File: src/ultrasonic_range_averager_top_defines.svh
// Assertion macros shared by the range averager RTL.
`ifndef ULTRASONIC_RANGE_AVERAGER_TOP_DEFINES_SVH
`define ULTRASONIC_RANGE_AVERAGER_TOP_DEFINES_SVH

// Same-cycle implication, sampled on clock, off during reset.
`define URAV_ASSERT_NOW(label, ante, cons, msg) \
   label: assert property (@(posedge clock) disable iff (reset) (ante) |-> (cons)) \
      else $error(msg);

// Next-cycle implication, sampled on clock, off during reset.
`define URAV_ASSERT_NEXT(label, ante, cons, msg) \
   label: assert property (@(posedge clock) disable iff (reset) (ante) |=> (cons)) \
      else $error(msg);

`endif

File: src/urav_pkg.sv
// Shared types and constants of the ultrasonic range averager.
package urav_pkg;

   // divider operand widths: sum*100000 needs 41 bits, valid*147828 needs 26
   localparam int NUM_W = 41;
   localparam int DEN_W = 26;
   localparam int CNT_W = $clog2(NUM_W + 1);

   localparam int SUM_W  = 24;
   localparam int PW_W   = 16;
   localparam int DIST_W = 17;
   localparam int ADDR_W = 4;

   localparam int unsigned CM_SCALE       = 1000;
   localparam int unsigned CM_DIV         = 582;
   localparam int unsigned INCH_SCALE     = 100000;
   localparam int unsigned INCH_DIV       = 147828;
   localparam int unsigned DIST_MAX       = 131071;
   localparam int unsigned TICKS_PER_MS   = 1000;
   localparam int unsigned TRIG_LOW_TICKS = 2;

   typedef enum logic [1:0] {
      REG_SAMPLE_COUNT,
      REG_SAMPLE_GAP_MS,
      REG_UNIT_INCH,
      REG_THRESHOLD
   } reg_index_type;

   typedef struct packed {
      logic busy;
      logic done;
   } div_status_type;

endpackage

File: src/ultrasonic_range_averager_top.sv
// Ultrasonic range averager. Each input word is one microsecond tick carrying a start
// request and the sampled echo level; each tick returns exactly one result word with the
// trigger level, busy/done flags and, on the done tick, the averaged distance. An ordinary
// tick's result word is registered as the tick is taken. The tick that ends a run with at least one
// valid echo runs two constant multiplies and a 41-step restoring division in one shared
// divider for centimeters; inches add a second pair of multiplies and a second division.
// No new tick is accepted until that result is in the output register. Results wait in a
// one-word output register; a new tick is accepted in the same cycle that word is taken.
// Configuration registers sit at byte addresses 0 (sample_count), 4 (sample_gap_ms),
// 8 (unit_inch) and 12 (threshold_centi_cm) and read back their values.
`include "ultrasonic_range_averager_top_defines.svh"

module ultrasonic_range_averager_top #(
   parameter int ECHO_TIMEOUT_US = 50000,
   parameter int TRIGGER_HIGH_US = 10
) (
   input  logic                        clock,
   input  logic                        reset,
   // request: [0] start_req, [1] echo_level
   input  logic                        req_tvalid,
   output logic                        req_tready,
   input  logic [7:0]                  req_tdata,
   // response: [0] trigger_level, [1] busy_res, [2] done_res, [19:3] distance_centi,
   // [20] no_echo, [21] detected, [29:22] valid_samples
   output logic                        rsp_tvalid,
   input  logic                        rsp_tready,
   output logic [31:0]                 rsp_tdata,
   input  logic                        csr_psel,
   input  logic                        csr_penable,
   input  logic                        csr_pwrite,
   input  logic [urav_pkg::ADDR_W-1:0] csr_paddr,
   input  logic [31:0]                 csr_pwdata,
   output logic [31:0]                 csr_prdata,
   output logic                        csr_pready
);

   localparam int TICK_W = $clog2(ECHO_TIMEOUT_US + 1);

   typedef enum logic [2:0] {
      PH_IDLE,
      PH_TRIG_LOW,
      PH_TRIG_HIGH,
      PH_WAIT_LOW,
      PH_WAIT_HIGH,
      PH_PULSE,
      PH_GAP
   } phase_type;

   typedef enum logic [2:0] {
      SQ_IDLE,
      SQ_NUM_CM,
      SQ_DEN_CM,
      SQ_DIV_CM,
      SQ_NUM_IN,
      SQ_DEN_IN,
      SQ_DIV_IN
   } seq_type;

   // configuration
   logic [7:0]                  cfg_count_ff;
   logic [15:0]                 cfg_gap_ff;
   logic                        cfg_inch_ff;
   logic [urav_pkg::DIST_W-1:0] cfg_thresh_ff;
   logic                        csr_write;
   urav_pkg::reg_index_type     csr_index;

   // measurement state
   phase_type                   phase_ff, phase_in;
   logic [TICK_W-1:0]           tick_ff, tick_in;
   logic [15:0]                 gap_ff, gap_in;
   logic [urav_pkg::PW_W-1:0]   pw_ff, pw_in;
   logic [7:0]                  sdone_ff, sdone_in;
   logic [7:0]                  vcnt_ff, vcnt_in;
   logic [urav_pkg::SUM_W-1:0]  sum_ff, sum_in;
   logic                        tk_trig;
   logic                        tk_end;
   logic                        meas_done;
   logic                        meas_ok;

   // sequencer, divider and output register
   seq_type                     seq_ff;
   logic                        div_start_ff;
   logic [urav_pkg::NUM_W-1:0]  num_op_ff;
   logic [urav_pkg::DEN_W-1:0]  den_op_ff;
   logic [urav_pkg::NUM_W-1:0]  div_q;
   urav_pkg::div_status_type    div_stat;
   logic                        det_ff;
   logic [urav_pkg::DIST_W-1:0] dist_sat;
   logic                        q_le_thresh;
   logic                        rsp_tvalid_ff;
   logic [31:0]                 rsp_tdata_ff;
   logic                        req_accept;
   logic                        start_req;
   logic                        echo_level;

   assign start_req  = req_tdata[0];
   assign echo_level = req_tdata[1];
   assign req_tready = (seq_ff == SQ_IDLE) && (!rsp_tvalid_ff || rsp_tready);
   assign req_accept = req_tvalid && req_tready;
   assign rsp_tvalid = rsp_tvalid_ff;
   assign rsp_tdata  = rsp_tdata_ff;

   // configuration port
   assign csr_pready = 1'b1;
   assign csr_write  = csr_psel && csr_penable && csr_pwrite && csr_pready;
   assign csr_index  = urav_pkg::reg_index_type'(csr_paddr[3:2]);

   always_ff @(posedge clock) begin
      if (reset) begin
         cfg_count_ff  <= 8'd1;
         cfg_gap_ff    <= '0;
         cfg_inch_ff   <= 1'b0;
         cfg_thresh_ff <= '0;
      end else if (csr_write) begin
         case (csr_index)
            urav_pkg::REG_SAMPLE_COUNT:  cfg_count_ff  <= csr_pwdata[7:0];
            urav_pkg::REG_SAMPLE_GAP_MS: cfg_gap_ff    <= csr_pwdata[15:0];
            urav_pkg::REG_UNIT_INCH:     cfg_inch_ff   <= csr_pwdata[0];
            urav_pkg::REG_THRESHOLD:     cfg_thresh_ff <= csr_pwdata[urav_pkg::DIST_W-1:0];
            default: ;
         endcase
      end
   end

   always_comb begin
      case (csr_index)
         urav_pkg::REG_SAMPLE_COUNT:  csr_prdata = {24'd0, cfg_count_ff};
         urav_pkg::REG_SAMPLE_GAP_MS: csr_prdata = {16'd0, cfg_gap_ff};
         urav_pkg::REG_UNIT_INCH:     csr_prdata = {31'd0, cfg_inch_ff};
         urav_pkg::REG_THRESHOLD:     csr_prdata = {15'd0, cfg_thresh_ff};
         default:                     csr_prdata = '0;
      endcase
   end

   // one tick of the measurement sequence
   always_comb begin
      phase_in  = phase_ff;
      tick_in   = tick_ff;
      gap_in    = gap_ff;
      pw_in     = pw_ff;
      sdone_in  = sdone_ff;
      vcnt_in   = vcnt_ff;
      sum_in    = sum_ff;
      tk_trig   = 1'b0;
      tk_end    = 1'b0;
      meas_done = 1'b0;
      meas_ok   = 1'b0;

      if (phase_ff == PH_IDLE && start_req) begin
         sdone_in = '0;
         vcnt_in  = '0;
         sum_in   = '0;
         pw_in    = '0;
         tick_in  = '0;
         gap_in   = '0;
         if (cfg_count_ff == 8'd0) begin
            tk_end = 1'b1;
         end else begin
            phase_in = PH_TRIG_LOW;
         end
      end

      case (phase_in)
         PH_TRIG_LOW: begin
            tick_in = tick_in + TICK_W'(1);
            if (tick_in >= TICK_W'(urav_pkg::TRIG_LOW_TICKS)) begin
               phase_in = PH_TRIG_HIGH;
               tick_in  = '0;
            end
         end
         PH_TRIG_HIGH: begin
            tk_trig = 1'b1;
            tick_in = tick_in + TICK_W'(1);
            if (tick_in >= TICK_W'(TRIGGER_HIGH_US)) begin
               phase_in = PH_WAIT_LOW;
               tick_in  = '0;
            end
         end
         PH_WAIT_LOW, PH_WAIT_HIGH, PH_PULSE: begin
            tick_in = tick_in + TICK_W'(1);
            if (phase_in == PH_WAIT_LOW) begin
               // let an echo already in flight end first
               if (!echo_level) phase_in = PH_WAIT_HIGH;
            end else if (phase_in == PH_WAIT_HIGH) begin
               if (echo_level) begin
                  phase_in = PH_PULSE;
                  pw_in    = urav_pkg::PW_W'(1);
               end
            end else if (echo_level) begin
               if (pw_in != '1) pw_in = pw_in + urav_pkg::PW_W'(1);
            end else begin
               meas_done = 1'b1;
               meas_ok   = 1'b1;
            end
            if (!meas_done && tick_in >= TICK_W'(ECHO_TIMEOUT_US)) meas_done = 1'b1;
            if (meas_done) begin
               sdone_in = sdone_in + 8'd1;
               if (meas_ok) begin
                  vcnt_in = vcnt_in + 8'd1;
                  sum_in  = sum_in + urav_pkg::SUM_W'(pw_in);
               end
               pw_in   = '0;
               tick_in = '0;
               gap_in  = '0;
               if (cfg_gap_ff == 16'd0) begin
                  if (sdone_in >= cfg_count_ff) begin
                     phase_in = PH_IDLE;
                     tk_end   = 1'b1;
                  end else begin
                     phase_in = PH_TRIG_LOW;
                  end
               end else begin
                  phase_in = PH_GAP;
               end
            end
         end
         PH_GAP: begin
            tick_in = tick_in + TICK_W'(1);
            if (tick_in >= TICK_W'(urav_pkg::TICKS_PER_MS)) begin
               tick_in = '0;
               if (gap_in != '1) gap_in = gap_in + 16'd1;
            end
            if (gap_in >= cfg_gap_ff) begin
               tick_in = '0;
               gap_in  = '0;
               if (sdone_in >= cfg_count_ff) begin
                  phase_in = PH_IDLE;
                  tk_end   = 1'b1;
               end else begin
                  phase_in = PH_TRIG_LOW;
               end
            end
         end
         default: phase_in = PH_IDLE;
      endcase
   end

   urav_div u_div (
      .clock    (clock),
      .reset    (reset),
      .start    (div_start_ff),
      .dividend (num_op_ff),
      .divisor  (den_op_ff),
      .quotient (div_q),
      .status   (div_stat)
   );

   assign dist_sat    = (div_q > urav_pkg::NUM_W'(urav_pkg::DIST_MAX))
                        ? urav_pkg::DIST_W'(urav_pkg::DIST_MAX)
                        : div_q[urav_pkg::DIST_W-1:0];
   assign q_le_thresh = div_q <= urav_pkg::NUM_W'(cfg_thresh_ff);

   always_ff @(posedge clock) begin
      if (reset) begin
         phase_ff      <= PH_IDLE;
         tick_ff       <= '0;
         gap_ff        <= '0;
         pw_ff         <= '0;
         sdone_ff      <= '0;
         vcnt_ff       <= '0;
         sum_ff        <= '0;
         seq_ff        <= SQ_IDLE;
         div_start_ff  <= 1'b0;
         rsp_tvalid_ff <= 1'b0;
      end else begin
         div_start_ff <= 1'b0;
         if (rsp_tvalid_ff && rsp_tready) rsp_tvalid_ff <= 1'b0;
         case (seq_ff)
            SQ_IDLE: begin
               if (req_accept) begin
                  phase_ff <= phase_in;
                  tick_ff  <= tick_in;
                  gap_ff   <= gap_in;
                  pw_ff    <= pw_in;
                  sdone_ff <= sdone_in;
                  vcnt_ff  <= vcnt_in;
                  sum_ff   <= sum_in;
                  if (tk_end && vcnt_in != 8'd0) begin
                     seq_ff <= SQ_NUM_CM;
                  end else begin
                     rsp_tvalid_ff <= 1'b1;
                     rsp_tdata_ff  <= {2'b00, (tk_end ? vcnt_in : 8'd0), 1'b0,
                                       tk_end, {urav_pkg::DIST_W{1'b0}}, tk_end,
                                       (!tk_end && phase_in != PH_IDLE), tk_trig};
                  end
               end
            end
            SQ_NUM_CM: begin
               num_op_ff <= urav_pkg::NUM_W'(sum_ff) * urav_pkg::NUM_W'(urav_pkg::CM_SCALE);
               seq_ff    <= SQ_DEN_CM;
            end
            SQ_DEN_CM: begin
               den_op_ff    <= urav_pkg::DEN_W'(vcnt_ff) * urav_pkg::DEN_W'(urav_pkg::CM_DIV);
               div_start_ff <= 1'b1;
               seq_ff       <= SQ_DIV_CM;
            end
            SQ_DIV_CM: begin
               if (div_stat.done) begin
                  det_ff <= q_le_thresh;
                  if (cfg_inch_ff) begin
                     seq_ff <= SQ_NUM_IN;
                  end else begin
                     rsp_tvalid_ff <= 1'b1;
                     rsp_tdata_ff  <= {2'b00, vcnt_ff, q_le_thresh, 1'b0, dist_sat,
                                       1'b1, 1'b0, 1'b0};
                     seq_ff        <= SQ_IDLE;
                  end
               end
            end
            SQ_NUM_IN: begin
               num_op_ff <= urav_pkg::NUM_W'(sum_ff) * urav_pkg::NUM_W'(urav_pkg::INCH_SCALE);
               seq_ff    <= SQ_DEN_IN;
            end
            SQ_DEN_IN: begin
               den_op_ff    <= urav_pkg::DEN_W'(vcnt_ff) * urav_pkg::DEN_W'(urav_pkg::INCH_DIV);
               div_start_ff <= 1'b1;
               seq_ff       <= SQ_DIV_IN;
            end
            SQ_DIV_IN: begin
               if (div_stat.done) begin
                  rsp_tvalid_ff <= 1'b1;
                  rsp_tdata_ff  <= {2'b00, vcnt_ff, det_ff, 1'b0, dist_sat,
                                    1'b1, 1'b0, 1'b0};
                  seq_ff        <= SQ_IDLE;
               end
            end
            default: seq_ff <= SQ_IDLE;
         endcase
      end
   end

   `URAV_ASSERT_NOW(a_no_take_while_dividing, seq_ff != SQ_IDLE, !req_tready, "tick taken during division")
   `URAV_ASSERT_NEXT(a_div_runs_after_start, div_start_ff, div_stat.busy, "divider did not start")
   `URAV_ASSERT_NOW(a_idle_counters_clear, phase_ff == PH_IDLE, tick_ff == '0 && gap_ff == '0, "idle with counters set")
   `URAV_ASSERT_NOW(a_done_not_busy, rsp_tvalid_ff && rsp_tdata_ff[2], !rsp_tdata_ff[1] && !rsp_tdata_ff[0], "done word marked busy")

endmodule

File: src/urav_div.sv
// Restoring divider, one quotient bit per cycle, shared by both distance units.
module urav_div (
   input  logic                         clock,
   input  logic                         reset,
   input  logic                         start,
   input  logic [urav_pkg::NUM_W-1:0]   dividend,
   input  logic [urav_pkg::DEN_W-1:0]   divisor,
   output logic [urav_pkg::NUM_W-1:0]   quotient,
   output urav_pkg::div_status_type     status
);

   logic [urav_pkg::NUM_W-1:0] work_ff, work_in;
   logic [urav_pkg::DEN_W-1:0] rem_ff, rem_in;
   logic [urav_pkg::DEN_W-1:0] den_ff;
   logic [urav_pkg::CNT_W-1:0] cnt_ff;
   logic                       busy_ff;
   logic                       done_ff;
   logic [urav_pkg::DEN_W:0]   rem_sh;
   logic [urav_pkg::DEN_W:0]   diff;
   logic                       fits;

   always_comb begin
      rem_sh  = {rem_ff, work_ff[urav_pkg::NUM_W-1]};
      diff    = rem_sh - {1'b0, den_ff};
      fits    = rem_sh >= {1'b0, den_ff};
      rem_in  = fits ? diff[urav_pkg::DEN_W-1:0] : rem_sh[urav_pkg::DEN_W-1:0];
      // quotient bits fill in from the bottom as dividend bits leave the top
      work_in = {work_ff[urav_pkg::NUM_W-2:0], fits};
   end

   always_ff @(posedge clock) begin
      if (reset) begin
         busy_ff <= 1'b0;
         done_ff <= 1'b0;
         cnt_ff  <= '0;
      end else begin
         done_ff <= 1'b0;
         if (start) begin
            work_ff <= dividend;
            den_ff  <= divisor;
            rem_ff  <= '0;
            cnt_ff  <= urav_pkg::CNT_W'(urav_pkg::NUM_W);
            busy_ff <= 1'b1;
         end else if (busy_ff) begin
            work_ff <= work_in;
            rem_ff  <= rem_in;
            cnt_ff  <= cnt_ff - urav_pkg::CNT_W'(1);
            if (cnt_ff == urav_pkg::CNT_W'(1)) begin
               busy_ff <= 1'b0;
               done_ff <= 1'b1;
            end
         end
      end
   end

   assign quotient    = work_ff;
   assign status.busy = busy_ff;
   assign status.done = done_ff;

endmodule

File: config.mk
export PLATFORM = sky130hd
export DESIGN_NAME = ultrasonic_range_averager_top
export DESIGN_NICKNAME = d
export VERILOG_FILES = /design/src/urav_pkg.sv /design/src/ultrasonic_range_averager_top.sv /design/src/urav_div.sv
export VERILOG_INCLUDE_DIRS = /design/src /design/src/src
export SDC_FILE = /design/constraint.sdc
export NUM_CORES = 2
export LEC_CHECK = 0
export ABC_AREA = 1
export BUFFER_PORTS_ARGS = -buffer_cell sky130_fd_sc_hd__buf_4
export CAP_MARGIN = 20
export CORE_MARGIN = 4
export CORE_UTILIZATION = 45
export CTS_CLUSTER_DIAMETER = 80
export DETAILED_ROUTE_END_ITERATION = 8
export SYNTH_ARGS = -nofsm -noshare
export SYNTH_HDL_FRONTEND = slang
export SYNTH_SLANG_ARGS = --single-unit
File: constraint.sdc
create_clock -name clock -period 5.87 [get_ports clock]
set_input_delay 1.174 -clock clock [delete_from_list [all_inputs] [get_ports clock]]
set_output_delay 1.174 -clock clock [all_outputs]
set_load 0.02 [all_outputs]
==> flow_metrics.py <==
metrics = {
    "cells_and_area": {
        "num-nets-final": 4374,
        "n_antenna_cell": 0,
        "final_area_um2": 33260,
        "layout-drive-gt1-share": 0.07908,
        "fillers": 6441,
        "area_growth_pct": 11.24,
    },
    "floorplanning": {
        "initial_core_util": 0.4540,
        "coreArea_um2": 65860,
        "top_level_ports": 118,
        "row_count": 94,
        "die_height_um": 265.8,
        "dieArea_um2": 70630,
        "die_x_um": 265.8,
    },
    "logic_synthesis": {
        "ys.flop_type": "edfxtp_1",
        "synth_area_leader_cell": "edfxtp_1",
        "synth.area.top_cells": "edfxtp_1 (19%), ha_1 (15%), fa_1 (13%)",
        "yosys.area.top_type_share": 0.1868,
        "ys_seq_area_frac": 0.2846,
        "synth_area_um2": 29900,
        "synth_most_common_cell": "inv_1",
        "synth_edf_count": 186,
        "syn_avg_cell_area_um2": 8.105,
        "synth_common_cells": "inv_1 (590), nand2_1 (574), a21oi_1 (358)",
        "async_reset_ff_frac": 0,
        "syn_inst": 3689,
        "ys_warn_count": 0,
        "ys_seq_elements": 332,
        "synth.distinct_cells": 69,
    },
    "clocking": {
        "numCtsBuffers": 45,
        "cts-resized-gates": 0,
        "clock_path_buffers": 3,
        "cts-root-buf": "clkbuf_16",
        "clkTransAtPathRegs_ns": 0.06,
        "cts.sinks": 332,
        "cts_max_level": 2,
        "insertion_delay_ns": 0.60,
        "postCtsSetupRepairBufs": 0,
        "hold_buffers": 0,
        "cts_tree": "built",
    },
    "pwr": {
        "cellPowerDensity_nw_per_um2": 274.1,
        "combPwrFrac": 0.385,
        "p_clk_frac": 0.316,
        "power_frac_seq": 0.299,
        "p_leak_nw": 15.96,
        "finalPower_mw": 9.118,
        "ir_worst_vdd_mv": 0.2033,
        "p_sw_frac": 0.3809,
        "p_int_mw": 5.645,
        "p_switching_mw": 3.473,
    },
    "worst_setup_path": {
        "path_buf_inv": 2,
        "critPathCaptureType": "register",
        "critPathKind": "register to register",
        "cp.arrival_ns": 5.65,
        "cp_common_cell": "nand2_1",
        "cpMaxStageDelayCell": "dfxtp_1",
        "rr_worst_depth": 23,
        "slowest_delay_ns": 0.60,
        "r2r_slack_ns": 0.55,
        "cp_top_family": "adder cells",
        "worstPathMaxFanout": 9,
        "crit_required_ns": 6.20,
        "cp-start-kind": "register",
        "crit_path_cell_trace": "ha_1 -> ha_1 -> fa_1 -> ha_1 -> inv_1 -> fa_1 -> inv_1 -> ha_1 -> nand3_1 -> nand2_1 -> nand2_1 -> nand2_1 -> a21oi_1 -> nor2_1 -> nor2_1 -> o21ai_0 -> nand2_1 -> nand2_1 -> a21oi_1 -> o21ai_0 -> nand2_1 -> a21oi_1 -> nor2_1",
        "cp_num_cells": 23,
    },
    "sta": {
        "final.period_utilization": 0.9059,
        "hold_viol_final": 0,
        "tns_ns": 0,
        "layout_min_cycle_time_ns": 5.317,
        "setup_viol": 0,
        "relSlewSlack": 0.2438,
        "fmax_ghz": 0.1881,
        "clock_skew_ns": 0.03411,
        "slew_violations": 0,
        "rsz0062_at_grt": "no",
        "hold_slack_ns": 0.4126,
        "worstMarginPinSlew_ns": 1.130,
    },
    "grt": {
        "grt_antenna_before_repair": 0,
        "grt_pass1_vias": 23180,
        "grt_start_max_net_pins": 90,
        "grt_pass1_wl_um": 124300,
        "overflow": 0,
        "grtUsageTotal": 0.2150,
    },
    "min_path": {
        "hold_class": "register to register",
        "hold_depth": 0,
    },
    "status": {
        "status": "finished, final reports clean",
    },
    "routing": {
        "drtAntennaViolNets": 0,
        "first_pass_iters": 8,
        "via_per_inst": 5.249,
        "post_drt_wl_per_cell_um": 16.38,
        "via_count": 24580,
        "drtIter0Drc": 1715,
        "post-route-drc-count": 0,
        "drt_wl_total_um": 76710,
    },
    "placed_design": {
        "placed_area_um2": 31680,
        "place_congestion": 0.8947,
        "io_buffer_count": 76,
        "hpwl_um": 60400,
    },
    "flow_run": {
        "drv_cap": 0,
    },
}
==> layout by cell type (no fill, tap or decap), types with 10 or more instances in the layout <==
cell       instances
inv_1            587
nand2_1          573
a21oi_1          356
ha_1             351
nor2_1           300
o21ai_0          296
fa_1             187
edfxtp_1         186
dfxtp_1          145
buf_4            144
nand3_1          119
nor3_1            50
xor2_1            50
clkbuf_16         45
nand4_1           43
xnor2_1           43
o21ai_1           35
a31oi_1           27
o22ai_1           23
nor4_1            18
conb_1            18
o211ai_1          17
nor2_2            13
inv_2             12
o221ai_1          10
a221oi_1          10
a21o_1            10
==> metrics by stage <==
stage / std cells / setup WS, ns / utilization
final: 4683 / 0.5526 / 0.5050
after detailed placement: 4602 / 0.1371 / 0.4810
after global placement: 4601 / 0.1689 / 0.4807
after global routing: 4683 / 0.1615 / 0.5050
after floorplan: 3705 / 0.2694 / -
after CTS: 4683 / 0.4826 / 0.5050
==> state kept, by name, indices dropped and copies added (netlist names), 8 cells and up <==
register and cells:
num_op_ff 38, cfg_count_ff 8, pw_ff 16, vcnt_ff 8, u_div.rem_ff 26, u_div.den_ff 25, gap_ff 16, tick_ff 16
u_div.quotient 41, den_op_ff 25, cfg_thresh_ff 17, rsp_tdata 30, sum_ff 24, cfg_gap_ff 16, sdone_ff 8
==> path summary, 6_finish.rpt <==
check                              startpoint               end
worst max-delay path                sum_ff[2]     num_op_ff[37]
worst min register to register  den_op_ff[21]  u_div.den_ff[21]
worst max register to register      sum_ff[2]     num_op_ff[37]
worst min-delay path            den_op_ff[21]  u_div.den_ff[21]
==> cells by family after synthesis <==
kind of cell	count (synthesis)	share of synthesized area
and+or+nand+nor	1173	0.1698
AOI/OAI and AO/OA	832	0.1509
buffers and inverters	717	0.09428
adders and majority gates	538	0.2721
DFF	332	0.2846
xor gates and xnor gates	94	0.02779
other	2	0.0002512
muxes	1	0.0003348
==> cell type report <==
cell class                      instances  area (um^2)  area share
Tap cell                              864         1081     0.03250
Clock buffer                           56         1227     0.03690
Clock inverter                         25        355.3     0.01068
Inverter                              602         2262     0.06801
Sequential cell                       332         8509      0.2558
Timing Repair Buffer                  148         1161     0.03491
Multi-Input combinational cell       2656        18660      0.5612
==> power by group through the flow <==
stage | Clock, mW | Combinational [mW] | Sequential (mW)
3_5_place_dp | 0 | 3.49 | 2.78
6_report | 2.88 | 3.51 | 2.73
2_1_floorplan | 0 | 2.57 | 2.79
3_3_place_gp | 0 | 3.46 | 2.78
5_1_grt | 3.07 | 4.04 | 2.74
4_1_cts | 2.96 | 3.52 | 2.73
==> layer usage <==
layer	up-vias	wire length, um	GRT usage	share of wire
li1	12520	-	-	-
met1	11430	37380	0.3193	0.49
met2	547	34000	0.3388	0.44
met3	85	3774	0.02392	0.049
met4	0	1544	0.04999	0.020
met5	-	0	0	0
Power figures use the tool's default switching activity.
